<file path="src/sv/assert_macros.svh">
// Assertion macros used by the top-level RTL file.
// The surrounding module must provide clk and rst.
`ifndef ASSERT_MACROS_SVH
`define ASSERT_MACROS_SVH

// Consequent checked in the same cycle as the antecedent.
`define KGAL_ASSERT_NOW(label, ante, cons) \
  label: assert property (@(posedge clk) disable iff (rst) (ante) |-> (cons)) \
    else $error("assertion failed");

// Consequent checked in the cycle after the antecedent.
`define KGAL_ASSERT_NEXT(label, ante, cons) \
  label: assert property (@(posedge clk) disable iff (rst) (ante) |=> (cons)) \
    else $error("assertion failed");

`endif

</file>
<file path="src/sv/kgal_pkg.sv">
`timescale 1ns / 1ps
// ----------------------------------------------------------------------------
// kgal_pkg
// Types and constants of the kanji glyph address lookup.
// ----------------------------------------------------------------------------
package kgal_pkg;

  localparam int MAX_BLOCKS   = 128;
  localparam int HEADER_BYTES = 18;

  localparam int ADDR_W = 32;
  localparam int CODE_W = 16;
  localparam int IDX_W  = 7;
  localparam int BC_W   = 8;
  localparam int PIX_W  = 8;
  localparam int BPR_W  = 6;              // bytes per glyph row
  localparam int SIZE_W = BPR_W + PIX_W;  // bytes per glyph
  localparam int REG_W  = 3;

  localparam logic OP_LOAD   = 1'b0;
  localparam logic OP_LOOKUP = 1'b1;

  typedef enum logic [REG_W-1:0] {
    CFG_FONT_BASE     = 3'd0,
    CFG_GLYPH_WIDTH   = 3'd1,
    CFG_GLYPH_HEIGHT  = 3'd2,
    CFG_BLOCK_COUNT   = 3'd3,
    CFG_FALLBACK_CODE = 3'd4
  } cfg_reg_t;

  // Search token travelling along the cell row. Before a hit, acc is the
  // running prefix of range sizes; after a hit it is the glyph index.
  typedef struct packed {
    logic              valid;
    logic              hit;
    logic [CODE_W-1:0] code;
    logic [ADDR_W-1:0] acc;
  } tok_t;

  // Range entry write broadcast to all cells.
  typedef struct packed {
    logic              we;
    logic [IDX_W-1:0]  index;
    logic [CODE_W-1:0] first;
    logic [CODE_W-1:0] last;
  } load_t;

endpackage

</file>
<file path="src/sv/kgal_cell.sv">
`timescale 1ns / 1ps
// ----------------------------------------------------------------------------
// kgal_cell
// One code-range entry of the block table and one stage of the search row.
// ----------------------------------------------------------------------------
module kgal_cell
  import kgal_pkg::*;
(
  input  logic            clk,
  input  logic            rst,
  input  logic [BC_W-1:0] cell_id,
  input  logic [BC_W-1:0] block_count,
  input  load_t           load,
  input  tok_t            tok_in,
  output tok_t            tok_out
);

  logic [CODE_W-1:0] range_first;
  logic [CODE_W-1:0] range_last;

  logic              tok_valid;
  logic              tok_hit;
  logic [CODE_W-1:0] tok_code;
  logic [ADDR_W-1:0] tok_acc;

  logic              active;
  logic              in_range;
  logic [ADDR_W-1:0] delta;
  logic              hit_next;
  logic [ADDR_W-1:0] acc_next;

  // Entries at or beyond block_count are skipped; the token passes unchanged.
  assign active   = cell_id < block_count;
  assign in_range = (range_first <= tok_in.code) && (tok_in.code <= range_last);

  always_comb begin
    if (in_range) begin
      delta = ADDR_W'(tok_in.code) - ADDR_W'(range_first);
    end else begin
      // Wraps modulo 2^32 for a reversed range.
      delta = ADDR_W'(range_last) - ADDR_W'(range_first) + ADDR_W'(1);
    end
    hit_next = tok_in.hit;
    acc_next = tok_in.acc;
    if (active && !tok_in.hit) begin
      hit_next = in_range;
      acc_next = tok_in.acc + delta;
    end
  end

  always_ff @(posedge clk) begin
    if (load.we && (BC_W'(load.index) == cell_id)) begin
      range_first <= load.first;
      range_last  <= load.last;
    end
  end

  always_ff @(posedge clk) begin
    if (rst) begin
      tok_valid <= 1'b0;
    end else begin
      tok_valid <= tok_in.valid;
    end
  end

  always_ff @(posedge clk) begin
    tok_hit  <= hit_next;
    tok_code <= tok_in.code;
    tok_acc  <= acc_next;
  end

  assign tok_out = '{valid: tok_valid, hit: tok_hit, code: tok_code, acc: tok_acc};

endmodule

</file>
<file path="config.mk">
export PLATFORM = sky130hd
export DESIGN_NAME = kgal_cell
export DESIGN_NICKNAME = d
export VERILOG_FILES = /design/src/sv/assert_macros.svh /design/src/sv/kgal_pkg.sv /design/src/sv/kgal_cell.sv
export SDC_FILE = /design/constraint.sdc
export NUM_CORES = 1
export LEC_CHECK = 0
export ABC_AREA = 1
export BUFFER_PORTS_ARGS = -buffer_cell sky130_fd_sc_hd__buf_2
export CAP_MARGIN = 40
export CORE_MARGIN = 2
export CORE_UTILIZATION = 40
export CTS_BUF_LIST = sky130_fd_sc_hd__clkbuf_8
export CTS_CLUSTER_DIAMETER = 60
export CTS_CLUSTER_SIZE = 25
export DETAILED_ROUTE_END_ITERATION = 10
export GPL_ROUTABILITY_DRIVEN = 0
export MAX_ROUTING_LAYER = met4
export PLACE_DENSITY_LB_ADDON = 0.25
export SLEW_MARGIN = 20
export SYNTH_ARGS = -nofsm -noshare
export SYNTH_HDL_FRONTEND = slang
export SYNTH_SLANG_ARGS = --single-unit
</file>
<file path="constraint.sdc">
create_clock -name clk -period 5.72 [get_ports clk]
set_input_delay 0.286 -clock clk [delete_from_list [all_inputs] [get_ports clk]]
set_output_delay 0.286 -clock clk [all_outputs]
set_load 0.01 [all_outputs]
</file>
==> results of run 1 <==
## synthesized netlist by cell type, types with 7 or more instances
cell type	instances
o21ai_0	49
o21bai_1	7
dfxtp_1	50
nor3_1	10
nand2_2	20
xor2_1	27
ha_1	89
or2_2	7
o21ai_1	13
nor2_1	52
nand4_1	11
edfxtp_1	32
inv_1	142
a21oi_1	78
xnor2_1	19
nand3_1	48
nand2_1	235
## placed cells by master, fill, tap and decap left out, types with 5 or more instances in the layout
cell type	synthesis	final
a31oi_1	6	6
nand3_1	48	47
nor3_1	10	10
o21ai_1	13	13
dfxtp_1	50	50
nand3b_1	5	5
o21bai_1	7	7
xor2_1	27	27
o211ai_1	5	5
a21oi_1	78	78
buf_2	0	157
nor2_2	5	5
nand4_1	11	11
nand2_2	20	20
xnor2_1	19	19
nand2_1	235	235
inv_1	142	142
clkbuf_8	0	9
ha_1	89	89
nor2_1	52	52
nand3_2	4	5
o21ai_0	49	49
or2_2	7	7
edfxtp_1	32	32
## logic make-up after synthesis
kind of cell | after synthesis
AO/OA/AOI/OAI | 185
flip-flops | 82
XOR/XNOR | 46
buffers and inverters | 156
adder cells (fa/ha/maj) | 92
AND/OR/NAND/NOR | 412
## flip-flops by register name, indices dropped and copies added (netlist names)
signal,flops
tok_acc,32
range_last,16
range_first,16
tok_hit,1
tok_code,16
tok_valid,1
## worst max path at each step
| stage | cells past startpoint | slack (ns) | endpoint | startpoint |
|---|---|---|---|---|
| 2_1_floorplan | 28 | 1.89 | tok_acc[27]$_DFF_P_ | range_first[0]$_DFFE_PP_ |
| 3_3_place_gp | 22 | 1.02 | tok_acc[21]$_DFF_P_ | tok_in[46] |
| 3_5_place_dp | 24 | 1.03 | tok_acc[21]$_DFF_P_ | tok_in[46] |
| 4_1_cts | 24 | 1.05 | tok_acc[21]$_DFF_P_ | range_first[14]$_DFFE_PP_ |
| 5_1_grt | 29 | 0.53 | tok_acc[21]$_DFF_P_ | tok_in[32] |
| 6_report | 24 | 1.06 | tok_acc[21]$_DFF_P_ | range_first[14]$_DFFE_PP_ |
## metal layers
layer | wire length (µm) | part of all wire (%)
met1 | 8398 | 48
met4 | 386 | 2.2
met3 | 879 | 5.0
met5 | 0 | 0
met2 | 7928 | 45
## through the flow
stage / utilization, % / setup slack, ns / cells
after global routing: 48.02 / 0.5268 / 1363
after global placement: 46.69 / 1.018 / 1345
after floorplan: - / 1.895 / 973
final: 48.02 / 1.057 / 1363
after CTS: 48.02 / 1.047 / 1363
after detailed placement: 46.80 / 1.030 / 1346
## layout make-up
| type | instances | area share (%) |
|---|---|---|
| Clock buffer | 9 | 1.491 |
| Clock inverter | 7 | 0.9190 |
| Inverter | 145 | 6.553 |
| Multi-Input combinational cell | 735 | 54.11 |
| Sequential cell | 82 | 23.62 |
| Tap cell | 225 | 3.390 |
| Timing Repair Buffer | 160 | 9.913 |
## critical path, delay by kind of cell, from the launching register on
kind                     cells  cell delay [ns]
AND/OR/NAND/NOR             12             1.93
buffers and inverters        4             0.51
AO/OA/AOI/OAI                6             1.14
flip-flops                   1             0.34
adder cells (fa/ha/maj)      2             0.66
## where the power goes
group	internal, mW	leakage [nW]	switching [mW]
clock network	0.206	0.0966	0.243
registers	0.647	0.709	0.00911
logic	0.196	3.48	0.291
total	1.05	4.28	0.543
==> results.md, run 1 <==
- Hold buffers post-CTS: 1
- Overall die area: 18740 µm²
- GRT met2 Usage: 32.17%
- Iteration-0 DRC Markers: 364
- CP max stage delay: 0.48 ns
- Area occupied by registers: 1962 µm²
- Fraction of layout instances using a drive strength above 1: 20.04%
- Worst IR Drop VDD: 0.1145 mV
- DRT Pass-1 Iters: 7
- Max stage delay cell, worst path: nor4b_1
- Drc violations: 0
- Most area-hungry cell type in the Yosys netlist: ha_1
- Placement row count: 48
- Worst Setup End Kind: flip-flop
- Worst endpoint required time: 6.00 ns
- Total of endpoints with negative setup slack in the final report: 0
- Run status: complete, no violations
- Routed wire length: 17590 µm
- Initial antenna violation count: 0
- TritonCTS clock tree: built
- CTS root buf: clkbuf_8
- Largest net degree at the start of global routing: 46
- Synthesis-stage register bit count: 82
- Post-Route Hold Slack: 0.03637 ns
- Final antenna-violating net count: 0
- Multiplexer area fraction after synthesis: 0%
- Effective utilization at floorplan: 40.83%
- Relative max-transition margin: 63.27%
- Total of buffers placed on input and output ports: 157
- Unrepaired setup endpoints after global routing: false
- Number of gates resized after cts: 0
- Power density over the cells: 191.6 nW/µm²
- Fill cell total of the finished layout: 1761
- Dominant combinational cell family by area after synthesis: simple AND/OR/NAND/NOR gates
- Post-synthesis cell count: 973
- Final Hold Fails: 0
- XOR/XNOR share of the synthesized area: 5.704%
- Worst-Margin Slew: 0.5433 ns
- Clock sink count: 82
- Ports: 158
- Aggregate global routing overflow: 0
- Sequence of cells on the critical path: inv_1 -> ha_1 -> nand2_1 -> inv_1 -> nand2_1 -> nor4b_1 -> nand3_1 -> nand4_1 -> nand2_2 -> inv_2 -> nand2_1 -> o21ai_1 -> ha_1 -> a21oi_1 -> o21ai_0 -> nand2_1 -> nand3_1 -> a21oi_1 -> o21bai_1 -> a21boi_1 -> inv_1 -> or2_0 -> nand3_1 -> nand2_1
- GR Util met1: 25.22%
- Number of buffers inserted by post-CTS setup repair: 0
- Largest cells by area after synthesis: ha_1 (16%), dfxtp_1 (14%), edfxtp_1 (14%)
- Diodes inserted: 0
- Clock Tree Buf Depth: 2
- Number of library cell types mapped by synthesis: 49
- Area of the mapped netlist: 7063 µm²
- Cell area after placement: 8095 µm²
- Multi-input combinational cell area: 4494 µm²
- Kind of start point of the critical path: flip-flop
- Number of buffers created by CTS: 9
- Global routing's busiest layer: met2
- Cell count of the worst reg-to-reg path: 24
- Synth Net Count: 1173
- Reg2Reg Launch Point: range_first[14]$_DFFE_PP_
- Routed wire length per instance: 12.91 µm
- Path type of the worst setup path: flip-flop to flip-flop
- Worst Hold Path EP: tok_code[3]$_DFF_P_
- Number of synthesis warnings: 0
- Portion of the post-synthesis area used by sequential elements: 27.78%
- Largest fanout of any net on the critical path: 21
- Area share of fa/ha/maj cells after synthesis: 16.62%
- Most frequent cell on the critical path: nand2_1
- Via-to-Cell Ratio: 4.861
- Final design area excluding fillers: 8305 µm²
- Number of global-route vias before repair: 6327
- Vertical die dimension: 136.9 µm
- Worst-Skew Late Latency: 0.39 ns
- Met3 GRT Util: 2.852%
- Vias: 6625
- Final period demand of the worst path: 4.663 ns
- Reg clk slew, reported paths: 0.10 ns
- Fraction of the mapped netlist area in compound gates: 14.86%
- Asr flop ratio synth: 0%
- Post-Synthesis Mean Instance Area: 7.259 µm²
- Worst endpoint data arrival time: 4.94 ns
- Type of the tightest min-delay check: primary input to flip-flop
- Total half-perimeter wirelength after legalization and detailed placement: 14900 µm
- Number of max-slew violations in the final report: 0
- Crit share post-route: 81.51%
- Static leakage: 4.283 nW
- Synth top area share: 15.77%
- Fraction of the mapped netlist area in simple logic gates: 26.38%
- H-tree depth reported by CTS: 3
- Worst clock skew on the final layout: 0.01588 ns
- Total Power Consumption: 1.591 mW
- Setup Total Neg Slack: 0 ns
- R2R Setup Slk: 1.06 ns
- Area delta synth->final: 17.59%
- First-pass GRT wire length: 28720 µm
- Terminus of the critical flop-to-flop path: tok_acc[21]$_DFF_P_
- Start point of the worst min-delay path: tok_in[35]
- Global Route Usage Sum: 19.82%
- Placeable Area: 17300 µm²
- Min-Delay Path Depth: 1
- Upper clock frequency limit: 214.5 MHz
- EDFF count, synth: 32
- Die extent in x: 136.9 µm
- Primary flip-flop cell chosen by synthesis mapping: dfxtp_1
- Reported max-cap violation count: 0
- NumNets Final: 1333
Power figures use the tool's default switching activity.
==> run 2, diff against run 1 <==
Settings changed: ABC_AREA 1 to 0.
Clock period 5.72 ns to 4.9 ns, I/O delays scaled along.
==> run 2 against run 1 <==
Compared with the run above: the run now ends with setup timing left; combinational power rose by 43%; largest cell class unchanged; count of clock-buffer cells in the layout rose by 1; synthesized cell count fell by 28%; largest power group unchanged; worst hold slack got worse by 0.0077 ns; routed wire length fell by 5.5%; highest routed layer unchanged; final cell count fell by 9.7%.
==> results.md, run 2 <==
- Run status: complete, but fails checks
- Failing checks: setup timing
- Post-synthesis cell count: 700 (-28%)
- Relative contribution of sequential cells to total power: 39.1% (-2.1 points)
- Global Route Usage Sum: 19.49% (-0.33 points)
- Most area-hungry cell type in the Yosys netlist: ha_1
- Setup ws final: -0.1144 ns (-1.172 ns)
- Fraction of layout instances using a drive strength above 1: 42.96% (+23 points)
- Crit share post-route: 102.3% (+21 points)
- Relative max-transition margin: 70.75% (+7.5 points)
- Number of global-route vias before repair: 5887 (-7.0%)
- Worst-Skew Late Latency: 0.38 ns (about the same)
- Clock Tree Buf Depth: 2 (unchanged)
- Leading cell type in the layout, fill and taps excluded: buf_2
- Total of buffers placed on input and output ports: 157 (unchanged)
- Final Hold Fails: 0 (unchanged)
- Vias: 5985 (-9.7%)
- Routed wire length per instance: 13.51 µm (+4.7%)
- Type of the tightest min-delay check: primary input to flip-flop
- Aggregate global routing overflow: 0 (unchanged)
- Count leader, synth: ha_1
- Upper clock frequency limit: 199.4 MHz (-7.0%)
- Final period demand of the worst path: 5.014 ns (+0.3519 ns)
- Worst endpoint required time: 5.17 ns (-0.83 ns)
- Vertical die dimension: 132.0 µm (-3.5%)
- Flip-flop count of the largest register after layout: 32 (unchanged)
- Commonest cells after routing, fill and taps aside: buf_2 (157), buf_4 (131), ha_1 (77), inv_1 (57), dfxtp_1 (50)
- Number of buffers created by CTS: 9 (unchanged)
- Number of library cell types mapped by synthesis: 69 (+41%)
- Worst endpoint data arrival time: 5.28 ns (+0.34 ns)
- Largest net degree at the start of global routing: 33 (-28%)
- Worst clock skew on the final layout: 0.009937 ns (-0.005947 ns)
- Power density over the cells: 209.4 nW/µm² (+9.3%)
- Post-placement setup slack: -0.2496 ns (-1.280 ns)
- H-tree depth reported by CTS: 3 (unchanged)
- Worst Setup End Kind: flip-flop
- Worst IR Drop VDD: 0.1497 mV (+31%)
- Unrepaired setup endpoints after global routing: true
- Synth Net Count: 900 (-23%)
- Kind of start point of the critical path: flip-flop
- Largest fanout of any net on the critical path: 4 (-81%)
- Clock sink count: 82 (unchanged)
- Primary flip-flop cell chosen by synthesis mapping: dfxtp_1
- Initial antenna violation count: 0 (unchanged)
- Number of max-slew violations in the final report: 0 (unchanged)
- Total half-perimeter wirelength after legalization and detailed placement: 13490 µm (-9.5%)
- Number of synthesis warnings: 0 (unchanged)
- Final antenna-violating net count: 0 (unchanged)
- Static leakage: 4.439 nW (+3.6%)
- Switching pwr: 0.5891 mW (+8.6%)
- Worst-Margin Slew: 0.4351 ns (-0.1082 ns)
- Post-Route Hold Slack: 0.02870 ns (-0.007672 ns)
- Clock Power Share: 25.4% (-2.8 points)
- Routed wire length: 16640 µm (-5.5%)
- Diodes inserted: 0 (unchanged)
- Synthesis-stage register bit count: 82 (unchanged)
- Cell internal pwr: 1.378 mW (+31%)
- EDFF count, synth: 32 (unchanged)
- Area delta synth->final: 43.32%
- Placeable Area: 15940 µm² (-7.8%)
- DRT Pass-1 Iters: 4 (-3)
- Area of the mapped netlist: 6556 µm² (-7.2%)
- Core Util, Final: 58.94% (+11 points)
- Reported max-cap violation count: 0 (unchanged)
- Overall die area: 17430 µm² (-7.0%)
- Portion of the post-synthesis area used by sequential elements: 29.92% (+2.1 points)
- Drc violations: 0 (unchanged)
- Ports: 158 (unchanged)
- CTS root buf: clkbuf_8
- NumNets Final: 1210 (-9.2%)
- Path type of the worst setup path: flip-flop to flip-flop
- Effective utilization at floorplan: 41.12% (+0.29 points)
- Via-to-Cell Ratio: 4.862 (about the same)
- TritonCTS clock tree: built
- Register with the highest flop count: tok_acc
- Post-Synthesis Mean Instance Area: 9.366 µm² (+29%)
- Die extent in x: 132.0 µm (-3.5%)
- Fraction of power consumed by combinational cells: 35.4% (+4.8 points)
- First-pass GRT wire length: 26880 µm (-6.4%)
- Asr flop ratio synth: 0% (unchanged)
- Synth top area share: 16.98% (+1.2 points)
- Reg clk slew, reported paths: 0.08 ns (-0.02 ns)
- Iteration-0 DRC Markers: 182 (-50%)
- Placement row count: 46 (-4.2%)
- Largest cells by area after synthesis: ha_1 (17%), dfxtp_1 (15%), edfxtp_1 (15%)
- Total of endpoints with negative setup slack in the final report: 4 (+4)
- Sw frac: 29.94% (-4.2 points)
- Commonest cells post-synth: ha_1 (89), inv_1 (59), a21oi_1 (57), dfxtp_1 (50), xnor2_1 (45)
==> run 2: critical path, stage by stage, from the launching register on <==
cell	delay (ns)
edfxtp_1	0.41
inv_2	0.08
ha_2	0.17
fa_2	0.19
and2b_2	0.25
o2111ai_4	0.24
a31oi_4	0.14
o221a_4	0.25
buf_4	0.14
a31oi_4	0.16
buf_6	0.13
and3b_2	0.18
nand4_1	0.11
xnor2_1	0.14
mux2i_1	0.25
ha_1	0.30
buf_4	0.15
buf_4	0.14
a21oi_2	0.12
o21ai_1	0.07
nand2_1	0.09
o311a_1	0.24
o31ai_2	0.11
o41ai_2	0.31
o21ai_1	0.14
xor2_1	0.15
mux2_2	0.26
==> run 2: cells by family after synthesis <==
kind of cell / Yosys count / share of synthesized area (%)
xor gates and xnor gates: 72 / 9.618
DFF: 82 / 29.92
and+or+nand+nor: 165 / 12.92
adders and majority gates: 92 / 17.90
AOI/OAI and AO/OA: 189 / 20.00
buffers and inverters: 67 / 4.046
muxes: 33 / 5.592
==> run 2: power by group through the flow <==
stage | clock, mW | sequential, mW | combinational (mW)
floorplan | 0 | 0.812 | 0.338
global placement | 0 | 0.785 | 0.620
detailed placement | 0 | 0.785 | 0.624
CTS | 0.522 | 0.770 | 0.656
global route | 0.553 | 0.774 | 0.766
finish | 0.500 | 0.770 | 0.697
==> run 2: per-layer routing <==
layer | track usage, % | vias to the layer above | share of wire, %
met5 | - | - | 0
met1 | 23.87 | 2695 | 47
met3 | 2.845 | 21 | 3.2
met2 | 32.93 | 116 | 48
met4 | 6.461 | 0 | 1.8
li1 | - | 3153 | -
==> run 2: final cells by class <==
cell class	instances	area [µm²]
fillers	1423	6546
well taps	216	270.3
multi-input cells	551	4768
clock inverters	6	58.81
inverters	59	221.5
flip-flops and latches	82	1962
repair buffers	307	1978
clock buffers	10	137.6
==> run 2: metrics by stage <==
step,power (mW),cells,area [µm²],TNS (ns)
finish,1.967,1231,9397,-0.2493
global route,2.093,1231,9397,-1.771
CTS,1.948,1224,9115,-0.06066
detailed placement,1.410,1187,8567,-1.092
global placement,1.405,1187,8567,-0.8063
floorplan,1.150,700,6624,-0.008560
==> run 2: worst paths after layout <==
kind,start,to,slack [ns],depth (start not counted)
setup / recovery,range_last[0]$_DFFE_PP_,tok_acc[30]$_DFF_P_,-0.11,26
hold / removal,tok_in[43],tok_code[11]$_DFF_P_,0.03,1
setup reg to reg,range_last[0]$_DFFE_PP_,tok_acc[30]$_DFF_P_,-0.11,26
hold reg to reg,range_first[0]$_DFFE_PP_,tok_acc[0]$_DFF_P_,1.05,6
==> run 2: what timing repair did <==
| item | CTS | global route |
|---|---|---|
| pin swaps | 14 | 41 |
| hold buffers | 11 | 0 |
| buffers inserted | 10 | 7 |
| resized for setup | 32 | 56 |
| hold endpoints to repair | 11 | 0 |
| endpoints found under the setup margin | 13 | 16 |
==> run 3, diff against run 2 <==
Settings changed: ABC_CLOCK_PERIOD_IN_PS set to 4900, CORE_ASPECT_RATIO set to 1.5, PLACE_DENSITY set to 0.62, PLACE_DENSITY_LB_ADDON 0.25 to unset.
==> run 3 against run 2 <==
Compared with the run above: the flow still finishes with violations (setup timing); clock skew grew 0.0024 ns; combinational power up 5.0%; first-iteration DRC count grew 2.7%; final cell count is 0.89% higher; count of clock-buffer cells in the layout down 1; worst hold slack got worse by 0.013 ns; via count up 3.8%; sequential cell count unchanged; highest routed layer unchanged.
==> results.md, run 3 (synthesized netlist as in run 2, its figures left out) <==
- Critical path buffer and inverter count: 2 (-3)
- Reg clk slew, reported paths: 0.09 ns (about the same)
- Final Hold Fails: 0 (unchanged)
- GRT met2 Usage: 38.35% (+5.4 points)
- Placeable Area: 16120 µm² (+1.1%)
- Global routing's busiest layer: met2
- Number of buffers created by CTS: 9 (unchanged)
- Worst-Skew Late Latency: 0.37 ns (about the same)
- Effective utilization at floorplan: 40.68% (-0.45 points)
- Iteration-0 DRC Markers: 187 (+2.7%)
- Switching pwr: 0.6131 mW (+4.1%)
- Sw frac: 29.86% (-0.088 points)
- NumNets Final: 1231 (+1.7%)
- Final antenna-violating net count: 0 (unchanged)
- Max stage delay cell, worst path: or4b_4
- Largest fanout of any net on the critical path: 6 (+2)
- Routed wire length per instance: 14.27 µm (+5.6%)
- Reported max-cap violation count: 0 (unchanged)
- Crit share post-route: 103.1% (+0.72 points)
- Fraction of power consumed by combinational cells: 35.6% (+0.2 points)
- TritonCTS clock tree: built
- Number of max-slew violations in the final report: 0 (unchanged)
- Type of the tightest min-delay check: primary input to flip-flop
- Worst Setup End Kind: flip-flop
- Die extent in x: 108.5 µm (-18%)
- Aggregate global routing overflow: 0 (unchanged)
- CTS root buf: clkbuf_8
- Vertical die dimension: 160.8 µm (+22%)
- Power density over the cells: 212.3 nW/µm² (+1.4%)
- Static leakage: 4.611 nW (+3.9%)
- Post-Route Hold Slack: 0.01578 ns (-0.01292 ns)
- Relative max-transition margin: 57.85% (-13 points)
- Ports: 158 (unchanged)
- Sequence of cells on the critical path: ha_4 -> fa_2 -> and2b_2 -> o2111ai_4 -> a31oi_4 -> buf_6 -> o31ai_1 -> a31oi_4 -> o2111ai_2 -> or4b_4 -> and2_4 -> buf_12 -> ha_4 -> a21o_1 -> a21o_1 -> a21oi_2 -> and3_1 -> o211ai_1 -> a41oi_2 -> o21a_1 -> and3_4 -> o21ai_2 -> xnor2_1
- Setup ws final: -0.1499 ns (-0.03551 ns)
- Worst-Margin Slew: 0.6264 ns (+0.1913 ns)
- Unrepaired setup endpoints after global routing: true
- Via-to-Cell Ratio: 5.004 (+2.9%)
- Total of buffers placed on input and output ports: 157 (unchanged)
- Clock Power Share: 26.9% (+1.5 points)
- Drc violations: 0 (unchanged)
- Placement row count: 57 (+24%)
- Worst endpoint required time: 5.17 ns (about the same)
- Fraction of layout instances using a drive strength above 1: 45.66% (+2.7 points)
- Worst IR Drop VDD: 0.1610 mV (+7.6%)
- Upper clock frequency limit: 198.0 MHz (-0.70%)
- Flip-flop count of the largest register after layout: 32 (unchanged)
- First-pass GRT wire length: 27790 µm (+3.4%)
- Overall die area: 17450 µm² (+0.12%)
- Category of cells accounting for the largest share of critical-path delay: compound AO/OA/AOI/OAI gates
- DRT Pass-1 Iters: 4 (unchanged)
- H-tree depth reported by CTS: 3 (unchanged)
- GR Util met1: 21.02% (-2.9 points)
- Commonest cells after routing, fill and taps aside: buf_2 (157), buf_4 (157), ha_1 (76), inv_1 (57), dfxtp_1 (50)
- Relative contribution of sequential cells to total power: 37.4% (-1.7 points)
- Failing checks: setup timing
- Diodes inserted: 0 (unchanged)
- Global Route Usage Sum: 20.51% (+1.0 points)
- Total of endpoints with negative setup slack in the final report: 7 (+3)
- Path type of the worst setup path: flip-flop to flip-flop
- Vias: 6215 (+3.8%)
- Worst endpoint data arrival time: 5.32 ns (+0.04 ns)
- Largest net degree at the start of global routing: 37 (+12%)
- Routed wire length: 17730 µm (+6.6%)
- Register with the highest flop count: tok_acc
- Area delta synth->final: 47.58%
- Number of global-route vias before repair: 6326 (+7.5%)
- Run status: complete, but fails checks
- Worst clock skew on the final layout: 0.01236 ns (+0.002428 ns)
- Total half-perimeter wirelength after legalization and detailed placement: 13990 µm (+3.7%)
- Final period demand of the worst path: 5.050 ns (+0.03550 ns)
- Clock sink count: 82 (unchanged)
- Cell internal pwr: 1.441 mW (+4.5%)
- Post-placement setup slack: -0.3667 ns (-0.1172 ns)
- Clock Tree Buf Depth: 2 (unchanged)
- Initial antenna violation count: 0 (unchanged)
- Met3 GRT Util: 3.369% (+0.52 points)
- Core Util, Final: 60.03% (+1.1 points)
- CP max stage delay: 0.57 ns (+0.16 ns)
- Kind of start point of the critical path: flip-flop
run 3: cell count changes in the layout (fill, tap and decap cells not counted), moves of 3 or more:
cell / previous run / this run
mux2_2: 25 / 20
xnor2_2: 4 / 7
dlygate4sd3_1: 11 / 6
xnor2_1: 41 / 38
buf_4: 131 / 157
mux2_4: 4 / 9
buf_6: 7 / 4
run 3: power by group through the flow:
stage                     sequential [mW]  combinational [mW]  clock (mW)
after floorplan                     0.812               0.338           0
after global placement              0.785               0.626           0
after detailed placement            0.785               0.633           0
after CTS                           0.769               0.668       0.570
after global routing                0.774               0.802       0.598
final                               0.769               0.732       0.553
run 3: what timing repair did:
| action | 4_1_cts | 5_1_grt |
|---|---|---|
| resized for setup | 43 | 65 |
| pin swaps | 27 | 26 |
| buffers inserted | 12 | 18 |
| hold endpoints to repair | 4 | 2 |
| hold buffers | 4 | 2 |
| setup endpoints to repair | 12 | 18 |
run 3: final timing paths:
| path | start | to | slack (ns) | depth (start not counted) |
|---|---|---|---|---|
| worst min-delay path | tok_in[47] | tok_code[15]$_DFF_P_ | 0.02 | 1 |
| worst max register to register | range_first[0]$_DFFE_PP_ | tok_acc[31]$_DFF_P_ | -0.15 | 23 |
| worst min register to register | range_first[0]$_DFFE_PP_ | tok_acc[0]$_DFF_P_ | 1.10 | 6 |
| worst max-delay path | range_first[0]$_DFFE_PP_ | tok_acc[31]$_DFF_P_ | -0.15 | 23 |
run 3: layer usage:
| layer | part of all wire (%) | wire length (µm) | vias to the layer above |
|---|---|---|---|
| met3 | 3.4 | 606 | 30 |
| met4 | 3.0 | 540 | 0 |
| li1 | - | - | 3195 |
| met2 | 54 | 9566 | 139 |
| met1 | 40 | 7012 | 2851 |
| met5 | 0 | 0 | - |
run 3: area by class of cell:
| type | instances | area [µm²] |
|---|---|---|
| fillers | 1452 | 6442 |
| multi-input cells | 551 | 4877 |
| flip-flops and latches | 82 | 1962 |
| well taps | 206 | 257.7 |
| clock buffers | 9 | 123.9 |
| clock inverters | 7 | 93.84 |
| repair buffers | 328 | 2140 |
| inverters | 59 | 221.5 |
run 3: metrics by stage:
step / power (mW) / instances / setup TNS, ns / instance area, µm²
final: 2.054 / 1242 / -0.3903 / 9676
after global routing: 2.173 / 1242 / -2.728 / 9676
after CTS: 2.007 / 1224 / -0.6747 / 9228
after detailed placement: 1.418 / 1192 / -1.938 / 8667
after global placement: 1.411 / 1192 / -1.724 / 8667
after floorplan: 1.150 / 700 / -0.008560 / 6624
